==> src/hw/rtl/lppf_pkg.sv <==
// Shared types, constants and helpers of the letter pool pair finder.
// Depends on nothing; the files that use it refer to it by scoped names.
package lppf_pkg;

   localparam int MAX_WORDS = 64;
   localparam int ALPHABET  = 26;
   localparam int IDX_W     = $clog2(MAX_WORDS);
   localparam int CNT_W     = $clog2(MAX_WORDS + 1);
   localparam int OUT_IDX_W = 6;
   localparam int LEN_W     = 12;
   localparam int COUNT_W   = 8;

   localparam logic [COUNT_W-1:0] COUNT_MAX = '1;
   localparam logic [LEN_W-1:0]   LEN_MAX   = '1;

   localparam logic [7:0] CHAR_UPPER_A = 8'd65;
   localparam logic [7:0] CHAR_UPPER_Z = 8'd90;
   localparam logic [7:0] CHAR_LOWER_A = 8'd97;
   localparam logic [7:0] CHAR_LOWER_Z = 8'd122;
   localparam logic [7:0] CASE_FOLD    = 8'd32;
   localparam logic [7:0] CHAR_LF      = 8'd10;
   localparam logic [7:0] CHAR_CR      = 8'd13;

   localparam logic [1:0] OP_POOL_CHAR = 2'd0;
   localparam logic [1:0] OP_WORD_CHAR = 2'd1;
   localparam logic [1:0] OP_WORD_END  = 2'd2;
   localparam logic [1:0] OP_CLEAR     = 2'd3;

   typedef logic [ALPHABET-1:0][COUNT_W-1:0] counts_type;

   typedef struct packed {
      logic       is_letter;
      logic [4:0] slot;
   } letter_type;

   // Fold case, then map a..z onto slots 0..25.
   function automatic letter_type letter_of(input logic [7:0] b);
      logic [7:0] folded;
      letter_type r;
      folded = b;
      if (b >= CHAR_UPPER_A && b <= CHAR_UPPER_Z) begin
         folded = b + CASE_FOLD;
      end
      r.is_letter = (folded >= CHAR_LOWER_A) && (folded <= CHAR_LOWER_Z);
      r.slot      = 5'(folded - CHAR_LOWER_A);
      return r;
   endfunction

   // Mask a store index onto the output field width.
   function automatic logic [OUT_IDX_W-1:0] out_index(input logic [31:0] v);
      return v[OUT_IDX_W-1:0];
   endfunction

endpackage

==> src/hw/rtl/lppf_fit_check.sv <==
// Shared containment unit: stored + word counts within the pool, per letter.
// Depends on lppf_pkg.
module lppf_fit_check (
   input  lppf_pkg::counts_type pool_counts,
   input  lppf_pkg::counts_type word_counts,
   input  lppf_pkg::counts_type stored_counts,
   output logic                 fits
);

   always_comb begin
      logic [lppf_pkg::COUNT_W:0] sum;
      fits = 1'b1;
      for (int k = 0; k < lppf_pkg::ALPHABET; k++) begin
         sum = {1'b0, stored_counts[k]} + {1'b0, word_counts[k]};
         if (sum > {1'b0, pool_counts[k]}) begin
            fits = 1'b0;
         end
      end
   end

endmodule

==> config.mk <==
export PLATFORM = sky130hd
export DESIGN_NAME = lppf_fit_check
export DESIGN_NICKNAME = d
export VERILOG_FILES = /design/src/hw/rtl/lppf_pkg.sv /design/src/hw/rtl/lppf_fit_check.sv
export SDC_FILE = /design/constraint.sdc
export NUM_CORES = 1
export LEC_CHECK = 0
export BUFFER_PORTS_ARGS = -buffer_cell sky130_fd_sc_hd__buf_2
export CAP_MARGIN = 10
export CORE_AREA = 2 2 242 244
export DETAILED_ROUTE_END_ITERATION = 16
export DIE_AREA = 0 0 244 246
export GPL_TIMING_DRIVEN = 1
export PLACE_DENSITY = 0.45
export SYNTH_ARGS = -nofsm -noshare
export SYNTH_HDL_FRONTEND = slang
export SYNTH_SLANG_ARGS = --single-unit
==> constraint.sdc <==
create_clock -name vclk -period 12.1
set_input_delay 1.21 -clock vclk [all_inputs]
set_output_delay 1.21 -clock vclk [all_outputs]
set_load 0.02 [all_outputs]
* Word level (Yosys, flattened, before mapping) *
Index checks and enable logic that the tools add are counted.

word-level totals
  bits in registers = 0
  latch bits = 0
  memory bits (writable) = 0
  bits in read-only memories = 0
  output and inout bits = 1
  memories kept = 0

operators by class
  $add $sub $neg = 26
  multiply operators = 0
  div/mod/pow operators = 0
  $lt $le $gt $ge = 26
  equal/unequal tests = 0
  shift operators = 0
  multiplexer cells = 26
  bitwise gates (word level) = 0
  reductions and logical operators = 0

operators by type and width
  kind                                           number
  8-bit by 8-bit adder with 9-bit output         26
  9-bit by 8-bit > comparator with 1-bit output  26
  1-bit two-way mux                              26

* Depth between registers and ports, before layout *
  depth after elaboration = 28
  mapped depth = 16
  depth with buffers taken out = 16

* Worst setup path after synthesis *
No wires, ideal clock.

  path type = input to output
  from = in word_counts[176] in the netlist's numbering
  to = out fits
  arrival = 4647 ps
  data required time = 10890 ps
  path slack = 6243 ps
  cell stages on the path = 12
  cells stage by stage = ha_1 -> fa_1 -> a211oi_1 -> o21a_1 -> ha_1 -> and4_4 -> nor2b_4 -> a2111oi_1 -> o22ai_1 -> or4_1 -> or4_1 -> nor4_2

between the ends
  longest elaborated chain between the ends = 6

RTL lines
  element                                        line                  source
  start, declared                                lppf_fit_check.sv:5   input lppf_pkg::counts_type word_counts,
  8-bit by 8-bit adder with 9-bit output         lppf_fit_check.sv:14  sum = {1'b0, stored_counts[k]} + {1'b0, word_counts[k]};
  9-bit by 8-bit > comparator with 1-bit output  lppf_fit_check.sv:15  if (sum > {1'b0, pool_counts[k]}) begin
  1-bit two-way mux (4 in series)                lppf_fit_check.sv:15
  end, declared                                  lppf_fit_check.sv:7   output logic fits

No other way between the ends.

* Worst setup path after layout *
  from = in word_counts[56] in the netlist's numbering
  to = out fits

between the ends
  longest elaborated chain between the ends = 21

RTL lines
  element                                        line
  8-bit by 8-bit adder with 9-bit output         lppf_fit_check.sv:14
  9-bit by 8-bit > comparator with 1-bit output  lppf_fit_check.sv:15
  1-bit two-way mux (19 in series)               lppf_fit_check.sv:15

No other way between the ends.

==> metrics <==
GR Layer Usage met3 ~3.3%; grt peak-use layer met2; Slew Limit Headroom 49.2%; crit-path cells buf_2 > ha_1 > fa_1 > a211oi_1 > o21bai_1 > a21oi_1 > xnor2_1 > ha_1 > inv_1 > o311a_1 > a2111oi_0 > nand4_1 > nor4_1 > nand4_1 > nor4_2 > buf_2; FF+latch area 0 sq um; final setup vio count 0; register area share after synthesis 0%; Critical Path RT 10.89 ns; CP peak stage delay 0.59 ns; final hold violation count 0; Initial Utilization 21.6%; Hold Path Sink fits; unrepaired setup endpoints after global routing false; HPWL after detailed placement 53,900 um; hold path depth 6; wire length per cell 18.8 um; Placer Congestion 0.893; Post-DRT Antenna Nets 0; Post-CTS Setup Bufs 0; GR Util met2 32.8%; DIE AREA 60,000 sq um; antenna violations before repair 31; maximum clock rate 146 MHz; CTS resizes 0; vias in the first global route 14,200; first-pass GRT wire length 81,600 um; IO Count 625; clock buffer count in the final layout 0; via count approximately 14,000; max-slew violations 0; FF+latch count 0; register share of total power 0%; Final TNS setup 0 ns; library cells used by synthesis 54; Avg Inst Size Synth between 7 and 8 sq um; row cnt 88; area added between synthesis and finish 33.3%; Die X between 200 and 250 um; largest net degree at the start of global routing 6; slowest cell on the critical path nor4_1; maximum vdd drop 18.8 uV; fraction of layout cells with a size suffix above 1 28.5%; DRC 0; Tot GR Track Use 17.7%; Routed WL 56,500 um; DR pass1 iterations 5; Iteration-0 DRC Markers 309; pwr dens 55.4 nW/um^2; Combinational Power Share 100.0%; commonest non-fill, non-tap cells in the layout buf_2, ha_1, inv_1; critical path launch point word_counts[56]; fin crit share 56.7%; Clock Power Share 0%; Placed Instances between 2,000 and 3,000; count of non-filler cells in the finished layout between 3,000 and 4,000; Hold Crit Class primary input to output port; final core utilization 28.8%; Worst Path Buf+Inv 3; Hold Startpoint stored_counts[87]; max cap viols 0; CP max FO 3; CP endpoint kind output port; met1 GRT Util 21.1%; Min Hold Slack 3.14 ns; Int Pwr between 400 and 500 uW; class of the most critical setup path primary input to output port; run status finished clean; Syn. warnings 0; commonest non-fill, non-tap cell in the layout buf_2; startpoint types primary input; syn nets 2,665; grt ovf 0; final net count 3,292; Vert. Die Dim 246 um; crit path time final 6.86 ns; Psw 489 uW; CP delay by family, top compound AO/OA/AOI/OAI gates; worst setup margin 5.24 ns; Worst Tran Pin Value 0.759 ns; via/cell ratio between 4 and 5; pre-CTS setup slack 5.10 ns; area of the mapped netlist ~12,000 sq um; # hold bufs at CTS 0; port bufs 625; core area 57,400 sq um; CP Data Arrival Time 5.65 ns; Post-Syn Instances 1,599; switching part of the total power a little over half; P_leak 9.36 nW
[power by group through the flow]
stage	clock network [mW]	registers (mW)	logic [mW]
final	0.000000199	0	0.917
after global routing	0.000000155	0	1.04
after CTS	0	0	0.930
after detailed placement	0	0	0.923
after global placement	0	0	0.908
after floorplan	0	0	0.591
[cells in the mapped netlist, drive strengths merged, types with 3 or more instances]
cell type	number	area share (%)
a2111oi	5	0.36
a211o	6	0.42
a211oi	27	1.6
a21boi	3	0.18
a21o	58	3.5
a21oi	150	6.0
a221o	3	0.24
a221oi	4	0.28
a22oi	9	0.54
a2bb2oi	3	0.21
and3	16	0.81
fa	26	4.2
ha	416	42
inv	262	7.9
nand2	65	2.0
nand3	18	0.73
nand3b	5	0.30
nand4	42	2.1
nor2	67	2.0
nor2b	12	0.67
nor3	11	0.44
nor4	19	1.0
nor4b	3	0.21
o2111ai	6	0.42
o211ai	7	0.42
o21a	32	1.9
o21ai	85	3.4
o21bai	38	2.3
o221ai	6	0.42
o22ai	15	0.76
o31a	7	0.49
o32ai	5	0.35
or3	3	0.15
or4	5	0.30
xnor2	90	6.4
xor2	50	3.5
[routing by layer]
| metal | routed length, um | vias to the layer above |
|---|---|---|
| li1 | - | 7101 |
| met1 | 23500 | 6324 |
| met2 | 28200 | 421 |
| met3 | 3460 | 64 |
| met4 | 1140 | 24 |
| met5 | 135 | - |
[final cells by class]
class	count	area, sq um
multi-input cells	1337	11400
inverters	262	983
well taps	765	957
diodes	18	45.0
fillers	6358	40800
repair buffers	625	3130
[through the flow]
step / area (sq um) / power (mW)
floorplan: 12400 / 0.591
global placement: 16500 / 0.908
detailed placement: 16500 / 0.923
CTS: 16500 / 0.930
global route: 16500 / 1.04
finish: 16500 / 0.917
[cells by family after synthesis]
group,share of synthesized area [%]
AO/OA/AOI/OAI,24.9
XOR/XNOR,9.88
buffers and inverters,7.92
adder cells (fa/ha/maj),46.1
AND/OR/NAND/NOR,11.1
[how the worst max path moves through the flow]
stage	depth (start not counted)	to	slack, ns
final	16	fits	5.24
after global placement	16	fits	5.05
after global routing	16	fits	4.88
after CTS	16	fits	5.11
after floorplan	12	fits	6.24
after detailed placement	16	fits	5.10
[tightest hold or removal path: stages]
cell     delay (ns)
buf_2          0.08
ha_1           0.14
o21ai_0        0.14
nand4_1        0.13
nor4_2         0.05
buf_2          0.19
Power figures use the tool's default switching activity.
