==> config.mk <==
export PLATFORM = sky130hd
export DESIGN_NAME = lppf_ram
export DESIGN_NICKNAME = d
export VERILOG_FILES = /design/src/hw/rtl/lppf_ram.sv
export SDC_FILE = /design/constraint.sdc
export NUM_CORES = 1
export LEC_CHECK = 0
export BUFFER_PORTS_ARGS = -buffer_cell sky130_fd_sc_hd__buf_4
export CAP_MARGIN = 0
export CORE_ASPECT_RATIO = 1.75
export CORE_MARGIN = 2
export CORE_UTILIZATION = 55
export CTS_CLUSTER_SIZE = 28
export DETAILED_ROUTE_END_ITERATION = 16
export GPL_TIMING_DRIVEN = 0
export HOLD_SLACK_MARGIN = 0.1
export PLACE_DENSITY = 0.73
export SLEW_MARGIN = 10
export SYNTH_ARGS = -nofsm -noshare
export SYNTH_HDL_FRONTEND = slang
export SYNTH_SLANG_ARGS = --single-unit
export TNS_END_PERCENT = 50
==> constraint.sdc <==
create_clock -name clock -period 2.4 [get_ports clock]
set_input_delay 0.48 -clock clock [delete_from_list [all_inputs] [get_ports clock]]
set_output_delay 0.48 -clock clock [all_outputs]
set_load 0.03 [all_outputs]
==> src/hw/rtl/lppf_ram.sv <==
// Generic single write port, single read port RAM with registered read.
// No dependencies.
module lppf_ram #(
   parameter int WIDTH = 8,
   parameter int DEPTH = 16
) (
   input  logic                     clock,
   input  logic                     write_enable,
   input  logic [$clog2(DEPTH)-1:0] write_address,
   input  logic [WIDTH-1:0]         write_data,
   input  logic [$clog2(DEPTH)-1:0] read_address,
   output logic [WIDTH-1:0]         read_data
);

   logic [WIDTH-1:0] store_ff [DEPTH];
   logic [WIDTH-1:0] read_data_ff;

   always_ff @(posedge clock) begin
      if (write_enable) begin
         store_ff[write_address] <= write_data;
      end
      read_data_ff <= store_ff[read_address];
   end

   assign read_data = read_data_ff;

endmodule

# After elaboration in Yosys (flattened, before gate mapping)
# Memories as Yosys holds them, arrays and structs flattened. A register that Yosys moved wholly into a read port is not among the register bits.
# Cells that the tools add are included.
# classes
n_mux,2
# op_table
operator,n
1-bit 2-to-1 mux,2
# word_totals
reg_bits,0
ramBits,128
in_bits,18
output_inout_bits,8
word_cells,3
n_memories,1
# mem_list
name,words,width,rd,rd_ports_with_merged_regs,write_ports,line_no,text
store_ff,16,8,1,1,1,15,logic [WIDTH-1:0] store_ff [DEPTH];

# Depth between registers and ports, before layout
# Gate-level depths: netlist (run 1).
# depth
ltp_word,2
depth_mapped,5
ltp_nobuf,3

# Worst setup path after synthesis (run 1)
# Ideal clock, no wire load.
# synth_path
kind,input to register
from,input write_address[2]
to,memory store_ff[0][0] (enable)
arrival_ns,1.590
required_time_ns,2.017
setup_slack_ns,0.427
stages,2
cell_sequence,or3b_2 -> nor3_1
# synth_lines
item,line_no,text
"start, declared",9,"input logic [$clog2(DEPTH)-1:0] write_address,"
"end, declared",15,
# No word-level cell before the write port.

# Worst setup path after layout (run 1)
# layout_path
from,input write_address[2]
to,memory store_ff[2][3] (enable)
# No word-level cell before the write port.

==> summary.md, run 1 <==
| Metric | Value |
|---|---|
| Largest fanout on the critical path | 8 |
| Post-CTS setup buffers | 0 |
| Max stage delay cell, worst path | nor2_1 |
| Peak supply drop | 0.000741 V |
| Hold Crit Class | input port to register |
| Sequential share of power | 48.6% |
| CP bufs+invs | 1 |
| Final Max Slew Viols | 0 |
| Worst r2r src | store_ff[2][1]$_DFFE_PP_ |
| Die area | 10200 um^2 |
| Share of layout cells above drive strength 1 | 28.1% |
| Commonest cells after routing, fill and taps aside | 128 x edfxtp_1, 25 x buf_4, 18 x mux4_2 |
| TritonCTS buffer count | 17 |
| Synthesis-to-finish area growth | 17.8% |
| N_diodes | 0 |
| Syn Std Cell Area | 5150 um^2 |
| FF/Latch Area | 4000 um^2 |
| CP endpoint kind | register |
| ANT nets after route | 0 |
| Worst path cell trace | buf_4 > or3b_2 > nor2_1 |
| Maximum root-to-sink buffer count | 2 |
| Origin of the worst min-delay path | write_data[5] |
| DRT Pass-1 Iters | 4 |
| WS Path Type | input port to register |
| Synth Warn # | 0 |
| Slew margin rel. | 18.6% |
| GRT Total Usage | 20.9% |
| CTS tree | yes |
| Initial Util | 56.6% |
| Die Ht | 132 um |
| Status | finished, final reports clean |
| Met1 Wirelength | 3710 um |
| Tmin final | 1.69 ns |
| Req. time, crit path | 2.44 ns |
| RSZ-0062 raised after global routing | no |
| Post-synth cell types | 19 |
| Root buf cell | clkbuf_16 |
| Hold WS | 0.385 ns |
| Fillers | 614 |
| Final WL | 9700 um |
| Global route overflow | 0 |
| Met2 WL | 5090 um |
| R2R Setup Slk | 0.93 ns |
| Leakage power | 2.04 nW |
| Worst-case reg-to-reg path depth | 3 |
| Nets | 290 |
| Clock power frac | 46.0% |
| Latest clock arrival within the worst-skew pair | 0.42 ns |
| DR DRC count | 0 |
| Vias | 2395 |
| CTS hold repair buffers | 0 |
| H-Tree Depth | 4 |
| Row count | 46 |
| Largest net degree at the start of global routing | 17 |
| Top delay family on crit path | simple AND/OR/NAND/NOR gates |
| PostCTS Resize Cnt | 0 |
| Clock-pin slew on the worst setup and hold paths | 0.06 ns |
| Slowest Stage Delay on Critical Path | 0.62 ns |
| FF-to-FF End | read_data[1]$_DFF_P_ |
| Synth Register Bits | 136 |
| Multi-input gate area in the final layout | 1070 um^2 |
| Syn_nets | 247 |
| Routability congestion estimate | 0.883 |
| Max Fclk | 590 MHz |
| Fin. Hold Viols | 0 |
| Hold depth | 1 |
| Ranking of synthesized cells by area | edfxtp_1 75%, mux4_2 7.9%, mux4_1 7.1% |
| Number of global-route vias before repair | 2433 |
| Switching power | 0.00109 W |
| Pwr Density | 906 nW/um^2 |
| Detailed-placement wirelength estimate | 6220 um |
| Part of the cycle the worst path needs | 70.6% |
| Die W | 77.1 um |
| Via/cell ratio | 5.91 |
| DRT iter0 DRCs | 209 |
| Final cell count without fillers | 405 |
| Synth Instances | 229 |
| Num ports | 26 |
| Max-cap viol count | 0 |
| Cells after DPL | 373 |
| Setup violations, final | 0 |
| Sequential share of the synthesized area | 77.8% |
| CTS sink cnt | 136 |
| Max layer used | met4 |
| First-pass GRT wire length | 14600 um |
| Yosys top cell by area | edfxtp_1 |
| Hold path endpoint | store_ff[2][5]$_DFFE_PP_ |
| Slew @ Worst Pin | 1.21 ns |
| Top cell type's share of synthesized area | 74.7% |
| Drt wl/cell | 24.0 um |
| Data arrival, critical path | 1.74 ns |
| Combinational share of power | 5.4% |
| Initial antenna violation count | 0 |
| Sw frac | 19.9% |
| Skew final | 0.00502 ns |
| Critical Path Source Type | input port |
| PortBufs | 24 |
| Most common cell after layout, fill and taps aside | edfxtp_1 |
| Pwr Total | 0.00549 W |
| P_int | 0.00440 W |
| Mean Syn Cell Area | 22.5 um^2 |
| Core Box Area | 9090 um^2 |
| Met3 WL | 602 um |
## cell type report
| type | instances | area share (%) |
|---|---|---|
| Sequential cell | 136 | 66.0 |
| Multi-Input combinational cell | 83 | 17.7 |
| Clock buffer | 22 | 7.32 |
| Timing Repair Buffer | 24 | 2.97 |
| Tap cell | 120 | 2.48 |
| Clock inverter | 10 | 2.10 |
| Buffer | 10 | 1.42 |
## per-layer routing
layer / GRT usage [%] / up-vias
li1: - / 1058
met2: 33.6 / 90
met4: 10.3 / 0
met3: 7.19 / 23
met5: 0 / -
met1: 25.2 / 1224
## power groups by stage
stage | sequential (W) | combinational [W] | clock, W
floorplan | 0.00275 | 0.000135 | 0
global placement | 0.00271 | 0.000292 | 0
detailed placement | 0.00272 | 0.000301 | 0
CTS | 0.00267 | 0.000302 | 0.00255
global route | 0.00267 | 0.000320 | 0.00266
finish | 0.00267 | 0.000298 | 0.00252
## worst reg2reg max path, delay by kind of cell, from the launching register on
kind | cells | cell delay (ns)
AOI/OAI and AO/OA | 1 | 0.34
DFF | 1 | 0.36
muxes | 1 | 0.53
and+or+nand+nor | 1 | 0.11
## metrics by stage
stage / instance area (um^2) / setup TNS [ns] / setup WS (ns) / util [%]
after global placement: 5480 / -1.18 / -0.148 / 60.2
after CTS: 6060 / 0 / 0.423 / 66.6
after floorplan: 5150 / 0 / 0.427 / -
after detailed placement: 5490 / 0 / 0.0424 / 60.3
after global routing: 6060 / 0 / 0.605 / 66.7
final: 6060 / 0 / 0.705 / 66.7
## cells by family (layout without fill, tap and decap cells)
| group | count (synthesis) | in the layout | share of synthesized area [%] |
|---|---|---|---|
| simple gates | 35 | 35 | 3.18 |
| flops | 136 | 136 | 77.8 |
| compound gates | 16 | 16 | 2.33 |
| mux | 32 | 32 | 15.0 |
| buf+inv | 10 | 66 | 1.68 |
## state kept, by name (all words and copies together), names as in the netlist
register,count
store_ff,128
read_data,8
## how the worst max path moves through the flow
| stage | endpoint | slack [ns] | cells past startpoint | start |
|---|---|---|---|---|
| 2_1_floorplan | store_ff[0][0]$_DFFE_PP_ | 0.43 | 2 | write_address[2] |
| 3_3_place_gp | store_ff[0][5]$_DFFE_PP_ | -0.15 | 3 | write_address[2] |
| 3_5_place_dp | store_ff[4][7]$_DFFE_PP_ | 0.04 | 3 | write_address[3] |
| 4_1_cts | store_ff[4][5]$_DFFE_PP_ | 0.42 | 3 | write_address[3] |
| 5_1_grt | store_ff[12][0]$_DFFE_PP_ | 0.60 | 3 | write_enable |
| 6_report | store_ff[2][3]$_DFFE_PP_ | 0.71 | 3 | write_address[2] |
## Yosys cell counts
cell and count:
edfxtp_1 128, mux4_1 14, mux4_2 18, or3b_2 1, buf_2 3, buf_4 1
a22oi_1 16, nand2_1 9, nand3b_1 2, and2_1 1, and2b_1 1, nor2_1 13
buf_6 3, nand3_1 1, nand2b_1 2, dfxtp_1 8, nor3_1 4, nor2b_1 1
clkdlybuf4s25_2 3
No activity file was read; power rests on OpenSTA's default activity.
==> run 2, diff against run 1 <==
--- a/config.mk
+++ b/config.mk
@@ -5,6 +5,7 @@
 export SDC_FILE = /design/constraint.sdc
 export NUM_CORES = 1
 export LEC_CHECK = 0
+export ABC_AREA = 1
 export BUFFER_PORTS_ARGS = -buffer_cell sky130_fd_sc_hd__buf_4
 export CAP_MARGIN = 0
 export CORE_ASPECT_RATIO = 1.75
@@ -14,7 +15,7 @@
 export DETAILED_ROUTE_END_ITERATION = 16
 export GPL_TIMING_DRIVEN = 0
 export HOLD_SLACK_MARGIN = 0.1
-export PLACE_DENSITY = 0.73
+export PLACE_DENSITY = 0.72
 export SLEW_MARGIN = 10
 export SYNTH_ARGS = -nofsm -noshare
 export SYNTH_HDL_FRONTEND = slang
==> constraint.sdc (replaced) <==
create_clock -name clock -period 1.8 [get_ports clock]
set_input_delay 0.36 -clock clock [delete_from_list [all_inputs] [get_ports clock]]
set_output_delay 0.36 -clock clock [all_outputs]
set_load 0.03 [all_outputs]
==> run 2 against run 1 <==
  * Non-clock buffer count rose by 12
  * Sequential power increased by 33%
  * Clock power is 32% higher
  * First-iteration DRC count increased by 78%
  * Hold slack worse by 0.11 ns
  * Cell count is 81% higher
  * Highest routed layer unchanged
==> summary.md, run 2 <==
| Metric | Value |
|---|---|
| Status | finished, final reports clean |
| Core Box Area | 10200 um^2 |
| Ys flop type | edfxtp_1 |
| Simple-Gate Fraction of Synth Area | 21.0% |
| Latest clock arrival within the worst-skew pair | 0.42 ns |
| Synth Instances | 551 |
| Sequential share of power | 48.1% |
| ANT nets after route | 0 |
| DR DRC count | 0 |
| Post-CTS setup buffers | 0 |
| Part of the cycle the worst path needs | 78.1% |
| Cells after DPL | 700 |
| Data arrival, critical path | 1.44 ns |
| Req. time, crit path | 1.84 ns |
| Most common cell after layout, fill and taps aside | nand2_1 |
| Slowest Stage Delay on Critical Path | 0.74 ns |
| Placed cell area | 6090 um^2 |
| Maximum root-to-sink buffer count | 2 |
| Global route overflow | 0 |
| Worst r2r src | store_ff[11][4]$_DFFE_PP_ |
| EDFF count, synth | 128 |
| Yosys top cell by area | edfxtp_1 |
| Top delay family on crit path | simple AND/OR/NAND/NOR gates |
| CTS sink cnt | 136 |
| Skew final | 0.00580 ns |
| Largest family of logic cells by synthesized area | simple AND/OR/NAND/NOR gates |
| Peak supply drop | 0.000737 V |
| DP Worst Slack | 0.00547 ns |
| Detailed-placement wirelength estimate | 9530 um |
| CP endpoint kind | register |
| Synth Area in Compound Gates | 0% |
| Nets | 610 |
| GRT Total Usage | 26.8% |
| WS Path Type | input port to register |
| Hold WS | 0.277 ns |
| Syn_nets | 569 |
| Clock-pin slew on the worst setup and hold paths | 0.06 ns |
| Switching power | 0.00177 W |
| Top reg by flops | store_ff |
| Adder-cell share of the synthesized area | 0% |
| Syn Std Cell Area | 5770 um^2 |
| Leakage power | 2.90 nW |
| Hold depth | 1 |
| Max reg flops | 128 |
| Pwr Density | 1110 nW/um^2 |
| Final Max Slew Viols | 0 |
| Die area | 11400 um^2 |
| Share of layout cells above drive strength 1 | 12.9% |
| Mean Syn Cell Area | 10.5 um^2 |
| FF-to-FF End | read_data[4]$_DFF_P_ |
| RSZ-0062 raised after global routing | no |
| Slew margin rel. | 37.3% |
| Most frequent cell after synthesis | nand2_1 |
| Commonest cells after routing, fill and taps aside | 173 x nand2_1, 128 x edfxtp_1, 100 x inv_1 |
| Asr flop ratio synth | 0% |
| Ranking of synthesized cells by area | edfxtp_1 67%, nand2_1 11%, nand3_1 8.4% |
| P_int | 0.00563 W |
| Combinational share of power | 7.1% |
| Hold path endpoint | store_ff[11][2]$_DFFE_PP_ |
| Routability congestion estimate | 0.924 |
| Row count | 49 |
| Final cell count without fillers | 732 |
| H-Tree Depth | 4 |
| Root buf cell | clkbuf_16 |
| Synthesis-to-finish area growth | 15.5% |
| DRT Pass-1 Iters | 5 |
| XOR/XNOR Fraction of Synth Area | 0% |
| Mux cell area share after synthesis | 0% |
| Die Ht | 139 um |
| Post-synth top cells | 173 x nand2_1, 128 x edfxtp_1, 100 x inv_1 |
| Setup tns final | 0 ns |
| Worst-case reg-to-reg path depth | 6 |
| N_diodes | 0 |
| Tmin final | 1.41 ns |
| Sequential share of the synthesized area | 69.4% |
| Initial antenna violation count | 0 |
| Largest fanout on the critical path | 8 |
| Die W | 81.4 um |
| CTS hold repair buffers | 0 |
| Setup WS post-layout | 0.394 ns |
| Vias | 3897 |
| First-pass GRT wire length | 21100 um |
| Max stage delay cell, worst path | nor2_1 |
| Setup violations, final | 0 |
| Largest net degree at the start of global routing | 17 |
| TritonCTS buffer count | 17 |
| Drt wl/cell | 19.3 um |
| PostCTS Resize Cnt | 0 |
| Post-synth cell types | 12 |
| R2R Setup Slk | 0.76 ns |
| Worst path cell trace | buf_4 > nand3b_1 > nor2_1 |
| Num ports | 26 |
| Sw frac | 23.9% |
| Synth Warn # | 0 |
| Initial Util | 56.3% |
| Final WL | 14100 um |
| Slew @ Worst Pin | 0.938 ns |
| Critical Path Source Type | input port |
| CTS tree | yes |
| Origin of the worst min-delay path | write_data[2] |
| Final Cell Area | 6660 um^2 |
| Synth Register Bits | 136 |
| Via/cell ratio | 5.32 |
| Clock power frac | 44.9% |
| Top cell type's share of synthesized area | 66.7% |
| DRT iter0 DRCs | 373 |
| Max-cap viol count | 0 |
| Fin. Hold Viols | 0 |
| Number of global-route vias before repair | 3854 |
| CP bufs+invs | 1 |
| Hold Crit Class | input port to register |
| Max Fclk | 711 MHz |
| PortBufs | 22 |
## run 2: cell count changes in the layout (fill, tap and decap cells not counted), moves of 5 or more
cell     previous run  this run
mux4_2             18         0
nand3_1             1        97
inv_6               0         5
nand2_1             9       173
inv_1               0       100
a22oi_1            16         0
mux4_1             14         0
buf_2               3        13
## run 2: worst register-to-register path: stages (launching register included)
cell	delay (ns)
edfxtp_1	0.37
inv_1	0.07
nand2_1	0.04
nand3_1	0.13
nand3_1	0.11
nand3_1	0.15
nand2_1	0.06
## run 2: layout make-up
cell class | count | area, um^2
Buffer | 24 | 166
Clock buffer | 18 | 429
Clock inverter | 14 | 141
Fill cell | 791 | 3580
Inverter | 102 | 383
Multi-Input combinational cell | 289 | 1210
Sequential cell | 136 | 4000
Tap cell | 127 | 159
Timing Repair Buffer | 22 | 165
## run 2: per-stage QoR
step / utilization (%) / power (W)
finish: 65.1 / 0.00740
global route: 65.1 / 0.00760
CTS: 65.1 / 0.00741
detailed placement: 59.5 / 0.00414
global placement: 59.5 / 0.00413
floorplan: - / 0.00391
## run 2: worst max path at each step
stage	from	end	slack, ns	cells after the start
final	write_address[3]	store_ff[7][0]$_DFFE_PP_	0.39	3
after global routing	write_address[2]	store_ff[9][4]$_DFFE_PP_	0.36	3
after CTS	write_address[3]	store_ff[7][4]$_DFFE_PP_	0.44	3
after detailed placement	write_address[3]	store_ff[7][3]$_DFFE_PP_	0.005	3
after global placement	write_address[3]	store_ff[5][6]$_DFFE_PP_	0.05	3
after floorplan	write_address[2]	store_ff[10][0]$_DFFE_PP_	0.49	2
## run 2: logic make-up (layout without fill, tap and decap cells)
group         after synthesis  in the layout
flops                     136            136
simple gates              289            289
buf+inv                   126            180
## run 2: routing by layer
layer / part of all wire [%] / track usage (%) / vias up
met1: 37 / 30.4 / 1829
met3: 5.7 / 6.55 / 50
met4: 4.7 / 15.1 / 0
met5: 0 / 0 / -
met2: 53 / 45.0 / 164
li1: - / - / 1854
## run 2: power groups by stage
| stage | Sequential [W] | Clock, W | Combinational (W) |
|---|---|---|---|
| 6_report | 0.00356 | 0.00332 | 0.000522 |
| 2_1_floorplan | 0.00366 | 0 | 0.000250 |
| 4_1_cts | 0.00356 | 0.00334 | 0.000519 |
| 5_1_grt | 0.00356 | 0.00347 | 0.000564 |
| 3_5_place_dp | 0.00363 | 0 | 0.000515 |
| 3_3_place_gp | 0.00362 | 0 | 0.000508 |
==> run 3, diff against run 2 <==
==> constraint.sdc (replaced) <==
create_clock -name clock -period 1.3 [get_ports clock]
set_input_delay 0.26 -clock clock [delete_from_list [all_inputs] [get_ports clock]]
set_output_delay 0.26 -clock clock [all_outputs]
set_load 0.03 [all_outputs]
==> run 3 against run 2 <==
  * Cell count unchanged
  * Total power increased by 39%
  * Die area unchanged
  * Combinational power increased by 39%
  * Cell area about the same
  * Global-route usage unchanged
  * Sequential share of layout area about the same
  * Hold slack got worse by 0.10 ns
  * Critical path depth unchanged
  * Register-to-register slack got worse by 0.49 ns
  * Non-clock buffer count unchanged
  * Sequential power increased by 38%
  * Critical path type unchanged
  * Highest routed layer unchanged
==> summary.md, run 3 (synthesized netlist as in run 2, its figures left out) <==
| Metric | Value |
|---|---|
| Setup violations, final | 0 |
| Setup WS post-layout | 0.0358 ns |
| Switching power | 0.00246 W |
| Clock power frac | 44.9% |
| Latest clock arrival within the worst-skew pair | 0.42 ns |
| Critical Path Source Type | input port |
| Commonest cells after routing, fill and taps aside | 173 x nand2_1, 128 x edfxtp_1, 100 x inv_1 |
| H-Tree Depth | 4 |
| Root buf cell | clkbuf_16 |
| Fin. Hold Viols | 0 |
| DRT iter0 DRCs | 368 |
| GRT Total Usage | 26.8% |
| Via/cell ratio | 5.39 |
| Sw frac | 24.0% |
| CP endpoint kind | register |
| Nets | 610 |
| Fillers | 791 |
| Status | finished, final reports clean |
| Max reg flops | 128 |
| Combinational share of power | 7.1% |
| Part of the cycle the worst path needs | 97.2% |
| TritonCTS buffer count | 17 |
| Maximum root-to-sink buffer count | 2 |
| FF/Latch Area | 4000 um^2 |
| DR DRC count | 0 |
| Most common cell after layout, fill and taps aside | nand2_1 |
| Die Ht | 139 um |
| Max Fclk | 791 MHz |
| PortBufs | 22 |
| Skew final | 0.00534 ns |
| Synthesis-to-finish area growth | 15.6% |
| Peak supply drop | 0.00102 V |
| Multi-input gate area in the final layout | 1220 um^2 |
| Pwr Total | 0.0103 W |
| Num ports | 26 |
| Drt wl/cell | 19.3 um |
| CTS tree | yes |
| Die area | 11400 um^2 |
| WS Path Type | input port to register |
| DP Worst Slack | -0.395 ns |
| ANT nets after route | 0 |
| Worst r2r src | store_ff[7][0]$_DFFE_PP_ |
| First-pass GRT wire length | 21100 um |
| Core Box Area | 10200 um^2 |
| Share of layout cells above drive strength 1 | 13.2% |
| P_int | 0.00780 W |
| Clock-pin slew on the worst setup and hold paths | 0.06 ns |
| Vias | 3949 |
| Req. time, crit path | 1.34 ns |
| R2R Setup Slk | 0.27 ns |
| Final Max Slew Viols | 0 |
| Top reg by flops | store_ff |
| N_diodes | 0 |
| Sequential share of power | 48.1% |
| Initial Util | 56.3% |
| Detailed-placement wirelength estimate | 9530 um |
| RSZ-0062 raised after global routing | yes |
| DRT Pass-1 Iters | 5 |
| Origin of the worst min-delay path | write_data[2] |
| Slew @ Worst Pin | 0.887 ns |
| Global route overflow | 0 |
| Data arrival, critical path | 1.31 ns |
| Max-cap viol count | 0 |
| Die W | 81.4 um |
| Tmin final | 1.26 ns |
| Largest fanout on the critical path | 8 |
| Leakage power | 2.90 nW |
| Initial antenna violation count | 0 |
| Setup tns final | 0 ns |
| Pwr Density | 1540 nW/um^2 |
| Final WL | 14100 um |
| Hold Crit Class | input port to register |
| Routability congestion estimate | 0.924 |
| Number of global-route vias before repair | 3854 |
| Row count | 49 |
| Largest net degree at the start of global routing | 17 |
| Slew margin rel. | 40.6% |
| Crit path launch | write_address[3] |
| CTS sink cnt | 136 |
## run 3: area by class of cell
cell class                      count  share of cell area [%]
Inverter                          102                    5.74
Clock buffer                       18                    6.44
Buffer                             24                    2.50
Sequential cell                   136                    60.1
Timing Repair Buffer               22                    2.48
Tap cell                          127                    2.38
Clock inverter                     14                    2.12
Multi-Input combinational cell    289                    18.3
## run 3: path summary, 6_finish.rpt
kind | to | cells past startpoint
worst max-delay path | store_ff[5][3]$_DFFE_PP_ | 3
worst max register to register | read_data[0]$_DFF_P_ | 6
worst min-delay path | store_ff[11][2]$_DFFE_PP_ | 1
worst min register to register | read_data[1]$_DFF_P_ | 6
## run 3: worst max-delay path, cell delays in order
cell,delay [ns]
buf_4,0.12
nand3b_1,0.23
nor2_1,0.69
## run 3: what timing repair did
| action | 4_1_cts | 5_1_grt |
|---|---|---|
| endpoints found under the setup margin | 0 | 27 |
| setup buffers | 0 | 0 |
| hold buffers | 0 | 0 |
| resized for setup | 0 | 2 |
## run 3: power groups by stage
stage | clock network, W | registers, W | logic [W]
2_1_floorplan | 0 | 0.00507 | 0.000346
5_1_grt | 0.00481 | 0.00493 | 0.000783
3_5_place_dp | 0 | 0.00502 | 0.000713
3_3_place_gp | 0 | 0.00502 | 0.000704
4_1_cts | 0.00462 | 0.00493 | 0.000718
6_report | 0.00460 | 0.00493 | 0.000724
## run 3: stage by stage
stage,util (%),area [um^2],hold slack (ns),instances
CTS,65.1,6660,0.166,732
global route,65.1,6670,0.180,732
global placement,59.5,6090,0.585,700
floorplan,-,5770,0.359,551
finish,65.1,6670,0.173,732
detailed placement,59.5,6090,0.600,700
## run 3: metal layers
| layer | part of all wire, % | wire length [um] | GRT usage, % | vias to the layer above |
|---|---|---|---|---|
| li1 | - | - | - | 1856 |
| met1 | 36 | 5070 | 30.4 | 1860 |
| met2 | 53 | 7480 | 45.0 | 183 |
| met3 | 6.2 | 877 | 6.55 | 50 |
| met4 | 4.9 | 692 | 15.1 | 0 |
| met5 | 0 | 0 | 0 | - |
